--- config.mk ---
export PLATFORM = sky130hd
export DESIGN_NAME = bitwise_shift_vector_unit_core
export DESIGN_NICKNAME = d
export VERILOG_FILES = /design/src/hdl/bsvu_pkg.sv /design/src/hdl/bitwise_shift_vector_unit_core.sv /design/src/hdl/bsvu_decode.sv /design/src/hdl/bsvu_lane.sv
export VERILOG_INCLUDE_DIRS = /design/src /design/src/hdl
export SDC_FILE = /design/constraint.sdc
export NUM_CORES = 2
export LEC_CHECK = 0
export BUFFER_PORTS_ARGS = -buffer_cell sky130_fd_sc_hd__buf_2
export CORE_MARGIN = 1.5
export CORE_UTILIZATION = 41
export CTS_CLUSTER_SIZE = 30
export DETAILED_ROUTE_END_ITERATION = 7
export PLACE_DENSITY_LB_ADDON = 0.05
export RECOVER_POWER = 100
export SLEW_MARGIN = 20
export SYNTH_ARGS = -nofsm -noshare
export SYNTH_HDL_FRONTEND = slang
export SYNTH_SLANG_ARGS = --single-unit
export TNS_END_PERCENT = 100
--- constraint.sdc ---
create_clock -name clk -period 23 [get_ports clk]
set_input_delay 4.6 -clock clk [delete_from_list [all_inputs] [get_ports clk]]
set_output_delay 4.6 -clock clk [all_outputs]
set_load 0.005 [all_outputs]
--- src/hdl/bitwise_shift_vector_unit_core_defines.svh ---
// Assertion macros shared by the RTL of the logic and shift unit.
// Included by the files that carry concurrent checks; no other dependencies.
`ifndef BITWISE_SHIFT_VECTOR_UNIT_CORE_DEFINES_SVH
`define BITWISE_SHIFT_VECTOR_UNIT_CORE_DEFINES_SVH

`ifndef SYNTHESIS

// Check a property on the rising clock edge, ignored while reset is high.
`define BSVU_ASSERT(lbl, clk_sig, rst_sig, prop) \
  lbl: assert property (@(posedge clk_sig) disable iff (rst_sig) (prop)) \
    else $error("bsvu assertion failed");

// Check a property on the rising clock edge, also during reset.
`define BSVU_ASSERT_ALWAYS(lbl, clk_sig, prop) \
  lbl: assert property (@(posedge clk_sig) (prop)) \
    else $error("bsvu assertion failed");

`else

`define BSVU_ASSERT(lbl, clk_sig, rst_sig, prop)
`define BSVU_ASSERT_ALWAYS(lbl, clk_sig, prop)

`endif

`endif

--- src/hdl/bsvu_pkg.sv ---
// Shared types and constants of the logic and shift unit: operation codes,
// the decoded control word and operand widths. No dependencies.
package bsvu_pkg;

  localparam int unsigned WORD_W     = 32;
  localparam int unsigned MAX_LANES  = 4;
  localparam int unsigned VEC_W      = WORD_W * MAX_LANES;
  localparam int unsigned HALF_W     = 64;
  localparam int unsigned FUNC_W     = 5;
  localparam int unsigned SHAMT_W    = 5;
  localparam int unsigned IMM_W      = 32;
  localparam int unsigned IMM8_W     = 8;
  localparam int unsigned BYTES_W    = WORD_W / 8;
  localparam int unsigned BYTE_CNT_W = 4;
  localparam int unsigned PCNT_W     = 6;

  // Operation codes.
  localparam logic [FUNC_W-1:0] OP_AND    = 5'd0;
  localparam logic [FUNC_W-1:0] OP_OR     = 5'd1;
  localparam logic [FUNC_W-1:0] OP_XOR    = 5'd2;
  localparam logic [FUNC_W-1:0] OP_NOR    = 5'd3;
  localparam logic [FUNC_W-1:0] OP_ANDN   = 5'd4;
  localparam logic [FUNC_W-1:0] OP_NOT    = 5'd5;
  localparam logic [FUNC_W-1:0] OP_ORI16  = 5'd6;
  localparam logic [FUNC_W-1:0] OP_ANDI16 = 5'd7;
  localparam logic [FUNC_W-1:0] OP_ORI    = 5'd8;
  localparam logic [FUNC_W-1:0] OP_XORI   = 5'd9;
  localparam logic [FUNC_W-1:0] OP_ANDI   = 5'd10;
  localparam logic [FUNC_W-1:0] OP_ANDNI  = 5'd11;
  localparam logic [FUNC_W-1:0] OP_SRA1   = 5'd12;
  localparam logic [FUNC_W-1:0] OP_SRL1   = 5'd13;
  localparam logic [FUNC_W-1:0] OP_SEXT8  = 5'd14;
  localparam logic [FUNC_W-1:0] OP_SLL    = 5'd15;
  localparam logic [FUNC_W-1:0] OP_SRL    = 5'd16;
  localparam logic [FUNC_W-1:0] OP_SRA    = 5'd17;
  localparam logic [FUNC_W-1:0] OP_SLLI   = 5'd18;
  localparam logic [FUNC_W-1:0] OP_SRLI   = 5'd19;
  localparam logic [FUNC_W-1:0] OP_SRAI   = 5'd20;
  localparam logic [FUNC_W-1:0] OP_LSA    = 5'd21;
  localparam logic [FUNC_W-1:0] OP_PCNT   = 5'd22;
  localparam logic [FUNC_W-1:0] OP_ANDV   = 5'd23;
  localparam logic [FUNC_W-1:0] OP_ORV    = 5'd24;
  localparam logic [FUNC_W-1:0] OP_XORV   = 5'd25;
  localparam logic [FUNC_W-1:0] OP_SLLIW  = 5'd26;
  localparam logic [FUNC_W-1:0] OP_BMNZ   = 5'd27;
  localparam logic [FUNC_W-1:0] OP_BSELI  = 5'd28;

  // Kind of work a lane does for one request.
  typedef enum logic [3:0] {
    K_ZERO,
    K_LOGIC,
    K_SHL,
    K_SHR,
    K_SRA,
    K_SEXT8,
    K_LSA,
    K_PCNT,
    K_BMNZ,
    K_BSEL
  } kind_t;

  typedef enum logic [2:0] {
    L_AND,
    L_OR,
    L_XOR,
    L_NOR,
    L_ANDN,
    L_NOT
  } lop_t;

  typedef struct packed {
    kind_t kind;
    lop_t  lop;
    logic  vector;
    logic  carry;
    logic  carry_wr;
  } ctrl_t;

endpackage

--- src/hdl/bitwise_shift_vector_unit_core.sv ---
// Top level of the logic and shift unit: stream ports, stage valids and the
// ready chain. Depends on bsvu_pkg, bsvu_decode, bsvu_lane and the defines header.
//
// Usage:
//   One request on the s_ group carries one instruction: operation code,
//   three 128-bit operands, an immediate and an lsa amount. One result per
//   request leaves on the m_ group: 128-bit result plus carry_out and
//   carry_written. Results leave in request order.
//   Pipeline: three register stages (decode, execute, finish). A request
//   accepted into decode is registered in execute and then in finish, whose
//   register drives m_tvalid and the result.
//   Throughput: one request per cycle while m_tready is high; each stage holds
//   one request and passes it on whenever the stage after it is empty or moving.
//   Stall: while m_tready is low the output holds its result and the earlier
//   stages keep filling; s_tready drops once all three stages are full.
//   Reset: rst clears the stage valid bits; the block is ready as soon as
//   reset is released. There is no state beyond the pipeline.
//   LANES (1 to 4) sets how many 32-bit lanes exist; lanes above it read zero.
`include "bitwise_shift_vector_unit_core_defines.svh"

module bitwise_shift_vector_unit_core
  import bsvu_pkg::*;
#(
  parameter int unsigned LANES = 4
)
(
  input  logic         clk,
  input  logic         rst,
  input  logic         s_tvalid,
  output logic         s_tready,
  // From bit 0: func[5], src_a_low[64], src_a_high[64], src_b_low[64],
  // src_b_high[64], old_dest_low[64], old_dest_high[64], immediate[32],
  // lsa_shift[5], zero fill[6].
  input  logic [431:0] s_tdata,
  output logic         m_tvalid,
  input  logic         m_tready,
  // From bit 0: result_low[64], result_high[64], carry_out[1],
  // carry_written[1], zero fill[6].
  output logic [135:0] m_tdata
);

  localparam int unsigned IN_FUNC  = 0;
  localparam int unsigned IN_AL    = IN_FUNC + FUNC_W;
  localparam int unsigned IN_AH    = IN_AL + HALF_W;
  localparam int unsigned IN_BL    = IN_AH + HALF_W;
  localparam int unsigned IN_BH    = IN_BL + HALF_W;
  localparam int unsigned IN_OL    = IN_BH + HALF_W;
  localparam int unsigned IN_OH    = IN_OL + HALF_W;
  localparam int unsigned IN_IMM   = IN_OH + HALF_W;
  localparam int unsigned IN_LSA   = IN_IMM + IMM_W;
  localparam int unsigned OUT_COUT = VEC_W;
  localparam int unsigned OUT_CWR  = VEC_W + 1;
  localparam int unsigned OUT_PAD  = 136 - (VEC_W + 2);

  logic [VEC_W-1:0]   src_a;
  logic [VEC_W-1:0]   src_b;
  logic [VEC_W-1:0]   old_dest;

  ctrl_t              ctrl1;
  logic [VEC_W-1:0]   opa1;
  logic [VEC_W-1:0]   op21;
  logic [VEC_W-1:0]   old1;
  logic [IMM8_W-1:0]  imm81;
  logic [SHAMT_W-1:0] shamt1;
  logic [SHAMT_W-1:0] lsa_sh1;

  logic v1, v2, v3;
  logic rdy1, rdy2, rdy3;
  logic carry2, carry_wr2, carry3, carry_wr3;

  logic [MAX_LANES-1:0][WORD_W-1:0] lane_res;

  assign src_a    = {s_tdata[IN_AH +: HALF_W], s_tdata[IN_AL +: HALF_W]};
  assign src_b    = {s_tdata[IN_BH +: HALF_W], s_tdata[IN_BL +: HALF_W]};
  assign old_dest = {s_tdata[IN_OH +: HALF_W], s_tdata[IN_OL +: HALF_W]};

  // A stage loads when it is empty or its content moves on this cycle.
  assign rdy3     = !v3 || m_tready;
  assign rdy2     = !v2 || rdy3;
  assign rdy1     = !v1 || rdy2;
  assign s_tready = rdy1;
  assign m_tvalid = v3;

  always_ff @(posedge clk) begin
    if (rst) begin
      v1 <= 1'b0;
      v2 <= 1'b0;
      v3 <= 1'b0;
    end else begin
      if (rdy1) v1 <= s_tvalid;
      if (rdy2) v2 <= v1;
      if (rdy3) v3 <= v2;
    end
  end

  always_ff @(posedge clk) begin
    if (rdy2) begin
      carry2    <= ctrl1.carry;
      carry_wr2 <= ctrl1.carry_wr;
    end
    if (rdy3) begin
      carry3    <= carry2;
      carry_wr3 <= carry_wr2;
    end
  end

  bsvu_decode u_decode (
    .clk       (clk),
    .en        (rdy1),
    .func      (s_tdata[IN_FUNC +: FUNC_W]),
    .src_a     (src_a),
    .src_b     (src_b),
    .old_dest  (old_dest),
    .immediate (s_tdata[IN_IMM +: IMM_W]),
    .lsa_shift (s_tdata[IN_LSA +: SHAMT_W]),
    .ctrl      (ctrl1),
    .opa       (opa1),
    .op2       (op21),
    .old       (old1),
    .imm8      (imm81),
    .shamt     (shamt1),
    .lsa_sh    (lsa_sh1)
  );

  for (genvar k = 0; k < MAX_LANES; k++) begin : g_lane
    if (k < LANES) begin : g_on
      bsvu_lane #(
        .LANE_IDX (k)
      ) u_lane (
        .clk    (clk),
        .en2    (rdy2),
        .en3    (rdy3),
        .ctrl   (ctrl1),
        .opa    (opa1[k*WORD_W +: WORD_W]),
        .op2    (op21[k*WORD_W +: WORD_W]),
        .old    (old1[k*WORD_W +: WORD_W]),
        .imm8   (imm81),
        .shamt  (shamt1),
        .lsa_sh (lsa_sh1),
        .result (lane_res[k])
      );
    end else begin : g_off
      assign lane_res[k] = '0;
    end
  end

  assign m_tdata = {{OUT_PAD{1'b0}}, carry_wr3, carry3, lane_res};

  // A carry is only reported by the shift-by-one operations, which are scalar.
  `BSVU_ASSERT(a_carry_needs_write, clk, rst, m_tvalid && m_tdata[OUT_COUT] |-> m_tdata[OUT_CWR])
  `BSVU_ASSERT(a_carry_op_scalar, clk, rst, m_tvalid && m_tdata[OUT_CWR] |-> m_tdata[VEC_W-1:WORD_W] == '0)
  // Back-pressure reaches the input only with every stage occupied.
  `BSVU_ASSERT(a_full_when_blocked, clk, rst, !s_tready |-> v1 && v2 && v3 && !m_tready)
  // A request in the execute stage is never dropped on its way to the output.
  `BSVU_ASSERT(a_stage_advance, clk, rst, v2 && rdy3 |=> v3)

endmodule

--- src/hdl/bsvu_decode.sv ---
// First pipeline stage: decodes the operation code and selects the second
// operand and shift amount. Depends on bsvu_pkg.
module bsvu_decode
  import bsvu_pkg::*;
(
  input  logic                clk,
  input  logic                en,
  input  logic [FUNC_W-1:0]   func,
  input  logic [VEC_W-1:0]    src_a,
  input  logic [VEC_W-1:0]    src_b,
  input  logic [VEC_W-1:0]    old_dest,
  input  logic [IMM_W-1:0]    immediate,
  input  logic [SHAMT_W-1:0]  lsa_shift,
  output ctrl_t               ctrl,
  output logic [VEC_W-1:0]    opa,
  output logic [VEC_W-1:0]    op2,
  output logic [VEC_W-1:0]    old,
  output logic [IMM8_W-1:0]   imm8,
  output logic [SHAMT_W-1:0]  shamt,
  output logic [SHAMT_W-1:0]  lsa_sh
);

  ctrl_t               ctrl_next;
  logic [WORD_W-1:0]   op2_lane0;
  logic [SHAMT_W-1:0]  shamt_next;
  logic [VEC_W-1:0]    op2_next;

  always_comb begin
    ctrl_next          = '0;
    ctrl_next.kind     = K_ZERO;
    ctrl_next.lop      = L_AND;
    op2_lane0          = src_b[WORD_W-1:0];
    shamt_next         = immediate[SHAMT_W-1:0];
    unique case (func)
      OP_AND:    begin ctrl_next.kind = K_LOGIC; ctrl_next.lop = L_AND;  end
      OP_OR:     begin ctrl_next.kind = K_LOGIC; ctrl_next.lop = L_OR;   end
      OP_XOR:    begin ctrl_next.kind = K_LOGIC; ctrl_next.lop = L_XOR;  end
      OP_NOR:    begin ctrl_next.kind = K_LOGIC; ctrl_next.lop = L_NOR;  end
      OP_ANDN:   begin ctrl_next.kind = K_LOGIC; ctrl_next.lop = L_ANDN; end
      OP_NOT:    begin ctrl_next.kind = K_LOGIC; ctrl_next.lop = L_NOT;  end
      OP_ORI16: begin
        ctrl_next.kind = K_LOGIC;
        ctrl_next.lop  = L_OR;
        op2_lane0      = {16'b0, immediate[15:0]};
      end
      OP_ANDI16: begin
        ctrl_next.kind = K_LOGIC;
        ctrl_next.lop  = L_AND;
        op2_lane0      = {16'b0, immediate[15:0]};
      end
      OP_ORI: begin
        ctrl_next.kind = K_LOGIC;
        ctrl_next.lop  = L_OR;
        op2_lane0      = immediate;
      end
      OP_XORI: begin
        ctrl_next.kind = K_LOGIC;
        ctrl_next.lop  = L_XOR;
        op2_lane0      = immediate;
      end
      OP_ANDI: begin
        ctrl_next.kind = K_LOGIC;
        ctrl_next.lop  = L_AND;
        op2_lane0      = immediate;
      end
      OP_ANDNI: begin
        ctrl_next.kind = K_LOGIC;
        ctrl_next.lop  = L_ANDN;
        op2_lane0      = immediate;
      end
      OP_SRA1: begin
        ctrl_next.kind     = K_SRA;
        ctrl_next.carry    = src_a[0];
        ctrl_next.carry_wr = 1'b1;
        shamt_next         = SHAMT_W'(1);
      end
      OP_SRL1: begin
        ctrl_next.kind     = K_SHR;
        ctrl_next.carry    = src_a[0];
        ctrl_next.carry_wr = 1'b1;
        shamt_next         = SHAMT_W'(1);
      end
      OP_SEXT8:  ctrl_next.kind = K_SEXT8;
      OP_SLL: begin ctrl_next.kind = K_SHL; shamt_next = src_b[SHAMT_W-1:0]; end
      OP_SRL: begin ctrl_next.kind = K_SHR; shamt_next = src_b[SHAMT_W-1:0]; end
      OP_SRA: begin ctrl_next.kind = K_SRA; shamt_next = src_b[SHAMT_W-1:0]; end
      OP_SLLI:   ctrl_next.kind = K_SHL;
      OP_SRLI:   ctrl_next.kind = K_SHR;
      OP_SRAI:   ctrl_next.kind = K_SRA;
      OP_LSA:    ctrl_next.kind = K_LSA;
      OP_PCNT:  begin ctrl_next.kind = K_PCNT; ctrl_next.vector = 1'b1; end
      OP_ANDV: begin
        ctrl_next.kind = K_LOGIC; ctrl_next.lop = L_AND; ctrl_next.vector = 1'b1;
      end
      OP_ORV: begin
        ctrl_next.kind = K_LOGIC; ctrl_next.lop = L_OR;  ctrl_next.vector = 1'b1;
      end
      OP_XORV: begin
        ctrl_next.kind = K_LOGIC; ctrl_next.lop = L_XOR; ctrl_next.vector = 1'b1;
      end
      OP_SLLIW: begin ctrl_next.kind = K_SHL;  ctrl_next.vector = 1'b1; end
      OP_BMNZ:  begin ctrl_next.kind = K_BMNZ; ctrl_next.vector = 1'b1; end
      OP_BSELI: begin ctrl_next.kind = K_BSEL; ctrl_next.vector = 1'b1; end
      default:  ctrl_next.kind = K_ZERO;
    endcase
    op2_next = {src_b[VEC_W-1:WORD_W], op2_lane0};
  end

  always_ff @(posedge clk) begin
    if (en) begin
      ctrl   <= ctrl_next;
      opa    <= src_a;
      op2    <= op2_next;
      old    <= old_dest;
      imm8   <= immediate[IMM8_W-1:0];
      shamt  <= shamt_next;
      lsa_sh <= lsa_shift;
    end
  end

endmodule

--- src/hdl/bsvu_lane.sv ---
// One 32-bit lane: second stage does logic, shifts and byte popcounts,
// third stage finishes the lsa add and the popcount sum. Depends on bsvu_pkg.
module bsvu_lane
  import bsvu_pkg::*;
#(
  parameter int unsigned LANE_IDX = 0
)
(
  input  logic               clk,
  input  logic               en2,
  input  logic               en3,
  input  ctrl_t              ctrl,
  input  logic [WORD_W-1:0]  opa,
  input  logic [WORD_W-1:0]  op2,
  input  logic [WORD_W-1:0]  old,
  input  logic [IMM8_W-1:0]  imm8,
  input  logic [SHAMT_W-1:0] shamt,
  input  logic [SHAMT_W-1:0] lsa_sh,
  output logic [WORD_W-1:0]  result
);

  typedef enum logic [1:0] {
    F_PASS,
    F_ADD,
    F_PCNT
  } fin_t;

  function automatic logic [BYTE_CNT_W-1:0] byte_count(input logic [7:0] v);
    logic [BYTE_CNT_W-1:0] n;
    n = '0;
    for (int i = 0; i < 8; i++) begin
      n = n + BYTE_CNT_W'(v[i]);
    end
    return n;
  endfunction

  kind_t                               kind_eff;
  fin_t                                fin_next;
  logic [WORD_W-1:0]                   pre_next;
  logic [BYTES_W-1:0][BYTE_CNT_W-1:0]  cnt_next;

  fin_t                                fin;
  logic [WORD_W-1:0]                   pre;
  logic [WORD_W-1:0]                   addend;
  logic [BYTES_W-1:0][BYTE_CNT_W-1:0]  cnt;

  logic [PCNT_W-1:0]                   pcnt_sum;
  logic [WORD_W-1:0]                   result_next;

  // Scalar operations only ever produce a value in lane zero.
  always_comb begin
    kind_eff = ctrl.kind;
    if (LANE_IDX != 0 && !ctrl.vector) begin
      kind_eff = K_ZERO;
    end
  end

  always_comb begin
    fin_next = F_PASS;
    pre_next = '0;
    for (int j = 0; j < BYTES_W; j++) begin
      cnt_next[j] = byte_count(opa[j*8 +: 8]);
    end
    unique case (kind_eff)
      K_LOGIC: begin
        unique case (ctrl.lop)
          L_AND:   pre_next = opa & op2;
          L_OR:    pre_next = opa | op2;
          L_XOR:   pre_next = opa ^ op2;
          L_NOR:   pre_next = ~(opa | op2);
          L_ANDN:  pre_next = opa & ~op2;
          L_NOT:   pre_next = ~opa;
          default: pre_next = '0;
        endcase
      end
      K_SHL:   pre_next = opa << shamt;
      K_SHR:   pre_next = opa >> shamt;
      K_SRA:   pre_next = WORD_W'($signed(opa) >>> shamt);
      K_SEXT8: pre_next = {{(WORD_W-8){opa[7]}}, opa[7:0]};
      K_LSA: begin
        fin_next = F_ADD;
        pre_next = opa << lsa_sh;
      end
      K_PCNT:  fin_next = F_PCNT;
      K_BMNZ:  pre_next = (opa & op2) | (old & ~op2);
      K_BSEL:  pre_next = (opa & ~old) | ({BYTES_W{imm8}} & old);
      default: pre_next = '0;
    endcase
  end

  always_ff @(posedge clk) begin
    if (en2) begin
      fin    <= fin_next;
      pre    <= pre_next;
      addend <= op2;
      cnt    <= cnt_next;
    end
  end

  always_comb begin
    pcnt_sum = '0;
    for (int j = 0; j < BYTES_W; j++) begin
      pcnt_sum = pcnt_sum + PCNT_W'(cnt[j]);
    end
    unique case (fin)
      F_ADD:   result_next = pre + addend;
      F_PCNT:  result_next = WORD_W'(pcnt_sum);
      default: result_next = pre;
    endcase
  end

  always_ff @(posedge clk) begin
    if (en3) begin
      result <= result_next;
    end
  end

endmodule
==> run summary <==
status = finished with violations
violated checks = capacitance limit, slew limit
vias in the first global route = 55543
port bufs = 561
Fmax achieved = 67.79 MHz
# rows = 147
Routed WL = 318600 um
IO Pins = 574
depth of the CTS H-tree = 3
CTS Buf Count = 100
Final Max Tran Viols = 1458
Overflow after GRT = 0
die height = 406.4 um
setup TNS = 0 ns
Worst R2R Path Depth = 8
clock buffer depth = 3
routed length on met3 = 41160 um
fin crit share = 64.13%
via-per-instance ratio = 6.451
switching pwr = 1.913 mW
nets@finish = 8283
Synthesis Warnings = 0
CP Launch Point = m_tready
Total GRT Usage = 37.47%
final core utilization = 46.40%
Internal = 3.487 mW
CTS tree = built
Worst VDD drop = 0.07154 mV
synth unique cells = 95
Leak = 32.16 nW
Hold WS = 0.4195 ns
Crit. End Element = register
pin count of the biggest net entering global routing = 168
clock root buffer = clkbuf_16
die width = 406.4 um
sequential share of power = 38.7%
sequential element share of the synthesized area = 39.16%
Max Cap Viol = 29
Clock Latency Late Sink = 0.77 ns
worst slew pin tran = 8.367 ns
Post-Syn Instances = 6796
commonest non-fill, non-tap cell in the layout = edfxtp_1
hold buffer count at CTS = 0
routed len/inst = 33.84 um
Clock transition at path regs = 0.06 ns
Power Dens Cells = 72.23 nW/um^2
hold_sp = carry2
clock power share = 29.9%
Via Count = 60740
Syn-to-layout area delta = 12.04%
Final Cell Area = 74760 um^2
hpwl dp = 239300 um
# DRC = 0
Crit path required time = 23.30 ns
highest-count cells in the layout ignoring fill and taps = edfxtp_1, nand2_1, ha_1
HP Class = reg2reg
highest metal used = met5
DR iter-0 viols = 9045
WL met2 = 127500 um
Initial Util = 41.41%
DR pass1 iterations = 8
Routed Antenna Nets = 0
Cell Area, Placed = 71820 um^2
Sink Count = 871
Clock Skew = 0.03159 ns
Die ar. = 165200 um^2
Switching Fraction = 35.43%
initial antenna violation count = 53
Routed met1 length = 135800 um
global-route wire length before repair = 433200 um
Core Footprint = 161100 um^2
Post-CTS Setup Inserts = 0
cts repair resizes = 0
Worst setup SP type = input port
hold path depth = 0
worst-path maximum fanout = 66
Hold Vio Cnt, Final = 0
Final setup viols = 0
RSZ-0062 raised after global routing = no
GP Congestion = 1.012
Tmin final = 14.75 ns
asr flop ratio synth = 0%
share of cells above drive strength 1 = 11.84%
Synth Flop Type = edfxtp_1
WP data arrival = 15.06 ns
Max-Slew Margin vs Limit = -457.8%
Seq cells post-synth = 871
Post-synth EDFFs = 868
Worst Setup Path Type = in2reg
worst r2r src = u_decode.ctrl[7]
Synth Cell Area = 66720 um^2
Avg Synthesized Cell Area = 9.818 um^2
combinational fraction of design power = 31.3%
==> final timing paths <==
check | end | slack [ns]
worst min register to register | carry3 | 0.42
worst max register to register | g_lane[2].g_on.u_lane.pre[10] | 9.86
worst max-delay path | u_decode.op2[2] | 8.25
worst min-delay path | carry3 | 0.42
==> cells in the mapped netlist, drive strengths merged, types with 17 or more instances <==
| master | instances | area (um^2) |
|---|---|---|
| a211o | 22 | 192.7 |
| a211oi | 105 | 788.3 |
| a21o | 93 | 698.2 |
| a21oi | 493 | 2479 |
| a221o | 59 | 590.6 |
| a221oi | 78 | 695.7 |
| a22o | 36 | 315.3 |
| a22oi | 152 | 1141 |
| a31oi | 62 | 387.9 |
| and2 | 23 | 143.9 |
| and3 | 29 | 181.4 |
| buf | 156 | 789.5 |
| clkbuf | 291 | 1092 |
| edfxtp | 868 | 26070 |
| fa | 92 | 1842 |
| ha | 592 | 7407 |
| inv | 513 | 1926 |
| mux2 | 30 | 337.8 |
| mux2i | 311 | 3129 |
| mux4 | 111 | 2500 |
| nand2 | 786 | 2950 |
| nand2b | 21 | 138.9 |
| nand3 | 137 | 685.7 |
| nand4 | 17 | 106.4 |
| nor2 | 409 | 1550 |
| nor2b | 32 | 200.2 |
| nor3 | 47 | 240.2 |
| o2111ai | 39 | 341.6 |
| o211ai | 60 | 460.4 |
| o21ai | 576 | 2887 |
| o21bai | 17 | 127.6 |
| o221ai | 37 | 324.1 |
| o22ai | 153 | 957.2 |
| o2bb2ai | 20 | 175.2 |
| o31ai | 17 | 137.6 |
| xnor2 | 70 | 613.1 |
| xor2 | 60 | 525.5 |
==> area by class of cell <==
type / count / area (um^2)
Clock inverter: 66 / 685.7
Inverter: 516 / 1944
Tap cell: 2160 / 2703
Timing Repair Buffer: 707 / 3645
Fill cell: 15721 / 86360
Sequential cell: 871 / 26130
Clock buffer: 114 / 2619
Multi-Input combinational cell: 4967 / 37000
Antenna cell: 14 / 35.03
==> kinds of logic after synthesis <==
family	Yosys count	share of synthesized area [%]
buffers and inverters	963	5.723
other	1	0.005620
adder cells (fa/ha/maj)	685	13.88
multiplexers	452	8.943
flip-flops	871	39.16
AO/OA/AOI/OAI	2149	20.79
XOR/XNOR	130	1.706
AND/OR/NAND/NOR	1545	9.798
==> metal layers <==
metal / vias up / GRT usage [%]
met3: 666 / 12.08
li1: 26026 / -
met2: 3866 / 51.56
met5: - / 0
met4: 32 / 14.24
met1: 30150 / 54.07
==> power groups by stage <==
stage                     registers (mW)  clock network, mW  logic (mW)
after floorplan                     2.02                  0        1.07
after global placement              2.11                  0        1.63
after detailed placement            2.11                  0        1.64
after CTS                           2.08               1.65        1.65
after global routing                2.10               1.71        1.82
final                               2.09               1.62        1.69
==> metrics by stage <==
stage | instances | worst slack (ns) | power (mW)
after floorplan | 6801 | 4.931 | 3.092
after global placement | 9218 | 12.38 | 3.741
after detailed placement | 9218 | 12.39 | 3.752
after CTS | 9398 | 12.39 | 5.388
after global routing | 9402 | 7.196 | 5.635
final | 9415 | 8.249 | 5.400
==> flip-flops by register name, summed over array words and instances, names as in the netlist, 4 cells and up <==
signal / count
g_lane.g_on.u_lane.addend: 128
u_decode.opa: 128
u_decode.shamt: 5
u_decode.op2: 128
g_lane.g_on.u_lane.pre: 128
g_lane.g_on.u_lane.fin: 4
u_decode.ctrl: 10
g_lane.g_on.u_lane.cnt: 64
u_decode.old: 128
u_decode.imm8: 8
g_lane.g_on.u_lane.result: 128
u_decode.lsa_sh: 5
==> worst max-delay path, cell delays in order <==
cell	delay (ns)
buf_2	0.08
nor2b_1	0.06
and2_0	0.22
nand2_1	0.91
clkbuf_1	1.97
clkbuf_1	2.08
clkbuf_1	2.54
clkbuf_1	2.36
Note: power is estimated with default switching activity, not from simulation.
